$ cat src/sv/ptc_pkg.sv
// Shared types and constants for the pressure/temperature compensation block.
// Used by every module of the block; depends on nothing.
`timescale 1ns / 1ps
package ptc_pkg;

    localparam int CFG_IDX_W  = 8;
    localparam int CFG_DATA_W = 64;
    localparam int DIV_STEPS  = 64;

    localparam logic [CFG_IDX_W-1:0] REG_TEMP_CALIB = CFG_IDX_W'(0);
    localparam logic [CFG_IDX_W-1:0] REG_PRESS_LOW  = CFG_IDX_W'(1);
    localparam logic [CFG_IDX_W-1:0] REG_PRESS_HIGH = CFG_IDX_W'(2);
    localparam logic [CFG_IDX_W-1:0] REG_PRESS_P9   = CFG_IDX_W'(3);

    localparam logic signed [32:0] FINE_OFFSET = 33'sd128000;
    localparam logic [20:0]        PRESS_FULL  = 21'd1048576;
    localparam logic [11:0]        PRESS_SCALE = 12'd3125;
    localparam logic signed [35:0] TEMP_MUL    = 36'sd5;
    localparam logic signed [35:0] TEMP_RND    = 36'sd128;
    localparam logic [63:0]        DEN_BIAS    = 64'h0000_8000_0000_0000;

    typedef struct packed {
        logic        [15:0] t1;
        logic signed [15:0] t2;
        logic signed [15:0] t3;
        logic        [15:0] p1;
        logic signed [15:0] p2;
        logic signed [15:0] p3;
        logic signed [15:0] p4;
        logic signed [15:0] p5;
        logic signed [15:0] p6;
        logic signed [15:0] p7;
        logic signed [15:0] p8;
        logic signed [15:0] p9;
    } t_calib;

    // Side data that rides along with the division.
    typedef struct packed {
        logic signed [31:0] temp;
        logic               invalid;
    } t_tag;

endpackage

$ cat src/sv/ptc_temp.sv
// Temperature front end: two stages forming the fine temperature.
// Depends on ptc_pkg.
`timescale 1ns / 1ps
module ptc_temp import ptc_pkg::*; (
    input  logic               i_clk,
    input  logic               i_rst_n,
    input  logic               i_en,
    input  t_calib             i_calib,
    input  logic               i_valid,
    input  logic        [19:0] i_raw_t,
    input  logic        [19:0] i_raw_p,
    output logic               o_valid,
    output logic signed [31:0] o_fine,
    output logic        [19:0] o_raw_p
);

    logic signed [17:0] w_a;
    logic signed [17:0] w_b;
    logic signed [33:0] n_at2;
    logic signed [35:0] n_bb;
    logic signed [33:0] r_at2;
    logic signed [35:0] r_bb;
    logic        [19:0] r_raw_p1;
    logic               r_valid1;

    logic signed [21:0] w_bbs;
    logic signed [37:0] w_m3;
    logic signed [33:0] w_v1;
    logic signed [37:0] w_v2;
    logic signed [31:0] n_fine;
    logic signed [31:0] r_fine;
    logic        [19:0] r_raw_p2;
    logic               r_valid2;

    always_comb begin
        w_a   = $signed({1'b0, i_raw_t[19:3]}) - $signed({1'b0, i_calib.t1, 1'b0});
        w_b   = $signed({2'b0, i_raw_t[19:4]}) - $signed({2'b0, i_calib.t1});
        n_at2 = w_a * $signed(i_calib.t2);
        n_bb  = w_b * w_b;
    end

    always_ff @(posedge i_clk) begin
        if (!i_rst_n) begin
            r_valid1 <= 1'b0;
            r_valid2 <= 1'b0;
        end else if (i_en) begin
            r_valid1 <= i_valid;
            r_valid2 <= r_valid1;
        end
    end

    always_ff @(posedge i_clk) begin
        if (i_en) begin
            r_at2    <= n_at2;
            r_bb     <= n_bb;
            r_raw_p1 <= i_raw_p;
            r_fine   <= n_fine;
            r_raw_p2 <= r_raw_p1;
        end
    end

    // b*b is below 2^32, so the shifted square is a small positive value
    always_comb begin
        w_bbs  = $signed(r_bb[33:12]);
        w_m3   = w_bbs * $signed(i_calib.t3);
        w_v1   = r_at2 >>> 11;
        w_v2   = w_m3 >>> 14;
        n_fine = 32'(38'(w_v1) + w_v2);
    end

    assign o_valid = r_valid2;
    assign o_fine  = r_fine;
    assign o_raw_p = r_raw_p2;

endmodule

$ cat config.mk
export PLATFORM = sky130hd
export DESIGN_NAME = ptc_temp
export DESIGN_NICKNAME = d
export VERILOG_FILES = /design/src/sv/ptc_pkg.sv /design/src/sv/ptc_temp.sv
export SDC_FILE = /design/constraint.sdc
export NUM_CORES = 2
export LEC_CHECK = 0
export BUFFER_PORTS_ARGS = -buffer_cell sky130_fd_sc_hd__buf_2
export CORE_AREA = 2 2 291 293
export CTS_CLUSTER_DIAMETER = 60
export DETAILED_ROUTE_END_ITERATION = 16
export DIE_AREA = 0 0 293 295
export SLEW_MARGIN = 40
export SYNTH_ARGS = -nofsm -noshare
export SYNTH_HDL_FRONTEND = slang
export SYNTH_SLANG_ARGS = --single-unit
$ cat constraint.sdc
create_clock -name i_clk -period 17.29 [get_ports i_clk]
set_input_delay 3.458 -clock i_clk [delete_from_list [all_inputs] [get_ports i_clk]]
set_output_delay 3.458 -clock i_clk [all_outputs]
set_load 0.01 [all_outputs]
==> impl_metrics.py <==
metrics = {
    "timing": {
        "setup_viol_count_final": 0,
        "rsz0062_at_grt": "no",
        "worst_pin_slew_ns": 0.874,
        "slew_headroom_pct": 41.7,
        "clock.fmax_ghz": 0.0806,
        "setup_tns_ns": 0,
        "min_period_over_period_pct": 71.8,
        "finClkSkew_ns": 0.0124,
        "fin_ws_ns": 4.88,
        "layout_min_cycle_time_ns": 12.41,
        "hold_slack_ns": 0.410,
        "finalMaxSlewViolations": 0,
        "finalHoldViolations": 0,
    },
    "routing": {
        "ant_nets": 0,
        "via_count": 25300,
        "drc": 0,
        "wl_mm": 90.3,
        "routedWlPerCell_um": 17.9,
        "drtIter0Drc": 1327,
        "via_per_inst": 5.03,
        "first_pass_iters": 5,
    },
    "critical_path": {
        "cpLargestDelayFamily": "adder cells",
        "r2r_end": "o_fine[23]",
        "critPathMaxStageDelay_ns": 0.86,
        "timing.critical_path.fanout_max": 27,
        "worstSetupEndpointType": "flip-flop",
        "path_class": "input port to flip-flop",
        "critical_path.startpoint_type": "input port",
        "critPathMostFrequentCell": "fa_1",
        "worstPathRequired_ns": 17.40,
        "ff2ff_setup_slack_ns": 7.79,
        "cp.arrival_ns": 12.52,
        "r2r_cells": 28,
        "slowest_stage": "fa_1",
        "critPathBufInv": 8,
        "r2r-start": "r_bb[25]",
    },
    "clocking": {
        "clk_pin_slew_ns": 0.09,
        "cts_inserted_buffers": 9,
        "clock_path_buffers": 2,
        "post_cts_buffers": 0,
        "postCtsHoldBufs": 0,
        "root_buffer": "clkbuf_16",
        "insertion_delay_ns": 0.37,
        "cts_resized": 0,
        "cts_sinks": 112,
        "tritoncts": "built",
        "htree_levels": 3,
    },
    "worst_hold_path": {
        "min_to": "o_raw_p[17]",
        "min_from": "r_raw_p1[17]",
        "worstHoldPathType": "flip-flop to flip-flop",
        "holdPathStages": 0,
    },
    "cells_and_area": {
        "layout.cells.non_filler": 5031,
        "fillers": 7997,
        "antennaDiodeCount": 0,
        "register_area_um2": 3340,
        "nets": 5385,
        "synthToLayoutAreaGrowth_pct": 5.80,
        "multi_input_area_um2": 29400,
        "final_layout_size_suffix_gt1_share_pct": 5.34,
    },
    "yosys": {
        "synth_seq_cells": 112,
        "postSynthCellCount": 3899,
        "yosys_most_used_dff": "edfxtp_1",
        "synth_area_um2": 37100,
        "yosysSeqAreaShare_pct": 9.00,
        "syn_avg_cell_area_um2": 9.52,
        "ys_async_sr_fraction_pct": 0,
        "synth_cell_types": 59,
        "synth_nets": 5338,
        "yosys_warnings": 0,
        "synth_edf_count": 110,
    },
    "outcome": {
        "status": "complete, no violations",
    },
    "place": {
        "dp_slack_ns": 4.39,
        "hpwl_mm": 72.4,
        "io_buffers": 141,
        "gp_congestion": 0.867,
        "dp_cells": 5014,
    },
    "floorplanning": {
        "core_um2": 83200,
        "pin_count": 289,
        "row_count": 106,
        "die_height_um": 295,
        "die_x_um": 293,
        "dieArea_um2": 86400,
        "initial_core_util_pct": 44.6,
    },
    "global_route": {
        "grt_pass1_vias": 27800,
        "grt_pass1_wl_mm": 150,
        "antenna_found_initial": 1,
        "grt_overflow_total": 0,
        "grt_max_degree": 63,
        "grt.total_usage_pct": 22.1,
    },
    "job": {
        "maxCapViolCount": 0,
    },
}
## cells in the final DEF (no fill, tap or decap), types with 5 or more instances in the layout
cell type / Yosys / final
buf_2: 0 / 140
clkbuf_16: 0 / 9
fa_1: 905 / 904
a21oi_1: 81 / 81
xnor2_2: 0 / 5
nor3b_1: 5 / 5
buf_4: 7 / 35
o211ai_1: 8 / 8
nand2b_1: 28 / 28
nor3_1: 19 / 19
nand3_1: 20 / 20
nand2_1: 492 / 492
edfxtp_1: 110 / 110
clkinv_1: 7 / 8
xnor2_1: 93 / 88
xor2_1: 30 / 28
a31oi_1: 7 / 7
a21o_1: 25 / 25
a221oi_1: 5 / 5
o21bai_1: 11 / 11
nand4_1: 10 / 10
nor2b_1: 28 / 28
inv_1: 1021 / 1019
and2_1: 240 / 240
nor2_1: 174 / 173
ha_1: 298 / 298
a211oi_1: 12 / 12
o21a_1: 15 / 15
o21ai_0: 49 / 49
## sequential cells by signal, indices dropped and copies added, names as in the netlist
| name | cells |
|---|---|
| o_valid | 1 |
| o_fine | 25 |
| r_raw_p1 | 20 |
| r_at2 | 23 |
| r_valid1 | 1 |
| r_bb | 22 |
| o_raw_p | 20 |
## cells by family after synthesis
kind of cell | after synthesis | share of synthesized area, %
flops | 112 | 9.00
mux | 4 | 0.115
fa+ha+maj | 1203 | 58.8
compound gates | 250 | 4.31
xor+xnor | 123 | 2.90
simple gates | 1037 | 12.9
buf+inv | 1170 | 11.9
## final cells by class
class	count	area share, %
Multi-Input combinational cell	2617	75.0
Inverter	1029	9.83
Sequential cell	112	8.51
Tap cell	1080	3.44
Timing Repair Buffer	177	2.51
Clock buffer	10	0.583
Clock inverter	6	0.172
## per-stage QoR
stage | cell area, um^2 | util, %
after floorplan | 37100 | -
after global placement | 39000 | 46.9
after detailed placement | 39000 | 46.9
after global routing | 39300 | 47.2
final | 39300 | 47.2
after CTS | 39300 | 47.2
## how the worst max path moves through the flow
stage	from	to	cells past startpoint
finish	i_raw_t[4]	r_bb[33]	34
global route	i_raw_t[4]	r_bb[33]	34
CTS	i_raw_t[4]	r_bb[33]	34
detailed placement	i_raw_t[4]	r_bb[33]	34
global placement	i_raw_t[4]	r_bb[33]	34
floorplan	i_raw_t[4]	r_bb[33]	33
## layer usage
layer / vias up / track usage [%] / wire length (um)
met4: 0 / 4.92 / 1740
met3: 99 / 1.72 / 4090
met5: - / 0 / 0
met1: 13100 / 30.6 / 39900
li1: 11500 / - / -
met2: 595 / 38.3 / 44500
## cell usage after synthesis, types with 7 or more instances
library cell	number	area share [%]
a21o_1	25	0.51
a31oi_1	7	0.12
nand2_1	492	5.0
nand4_1	10	0.17
clkbuf_1	129	1.3
o21a_1	15	0.30
edfxtp_1	110	8.9
a211oi_1	12	0.24
xor2_1	30	0.71
and2_1	240	4.0
xnor2_1	93	2.2
nor2_1	174	1.8
inv_1	1021	10
nand3_1	20	0.27
clkinv_1	7	0.071
nor2b_1	28	0.47
ha_1	298	10
nor3_1	19	0.26
nand2b_1	28	0.47
fa_1	905	49
a21oi_1	81	1.1
o21bai_1	11	0.22
o21ai_0	49	0.66
buf_4	7	0.14
o211ai_1	8	0.16
## worst register-to-register path: cells and delay by family, from the launching register on
| family | cells | cell delay (ns) |
|---|---|---|
| adders and majority gates | 8 | 3.88 |
| AOI/OAI and AO/OA | 8 | 2.89 |
| and+or+nand+nor | 6 | 1.13 |
| DFF | 1 | 0.75 |
| xor gates and xnor gates | 2 | 0.43 |
| buffers and inverters | 4 | 0.21 |
Power is left out: the tool's default activity adds up to more than one toggle a clock period on the data nets, which glitch-free logic cannot reach.
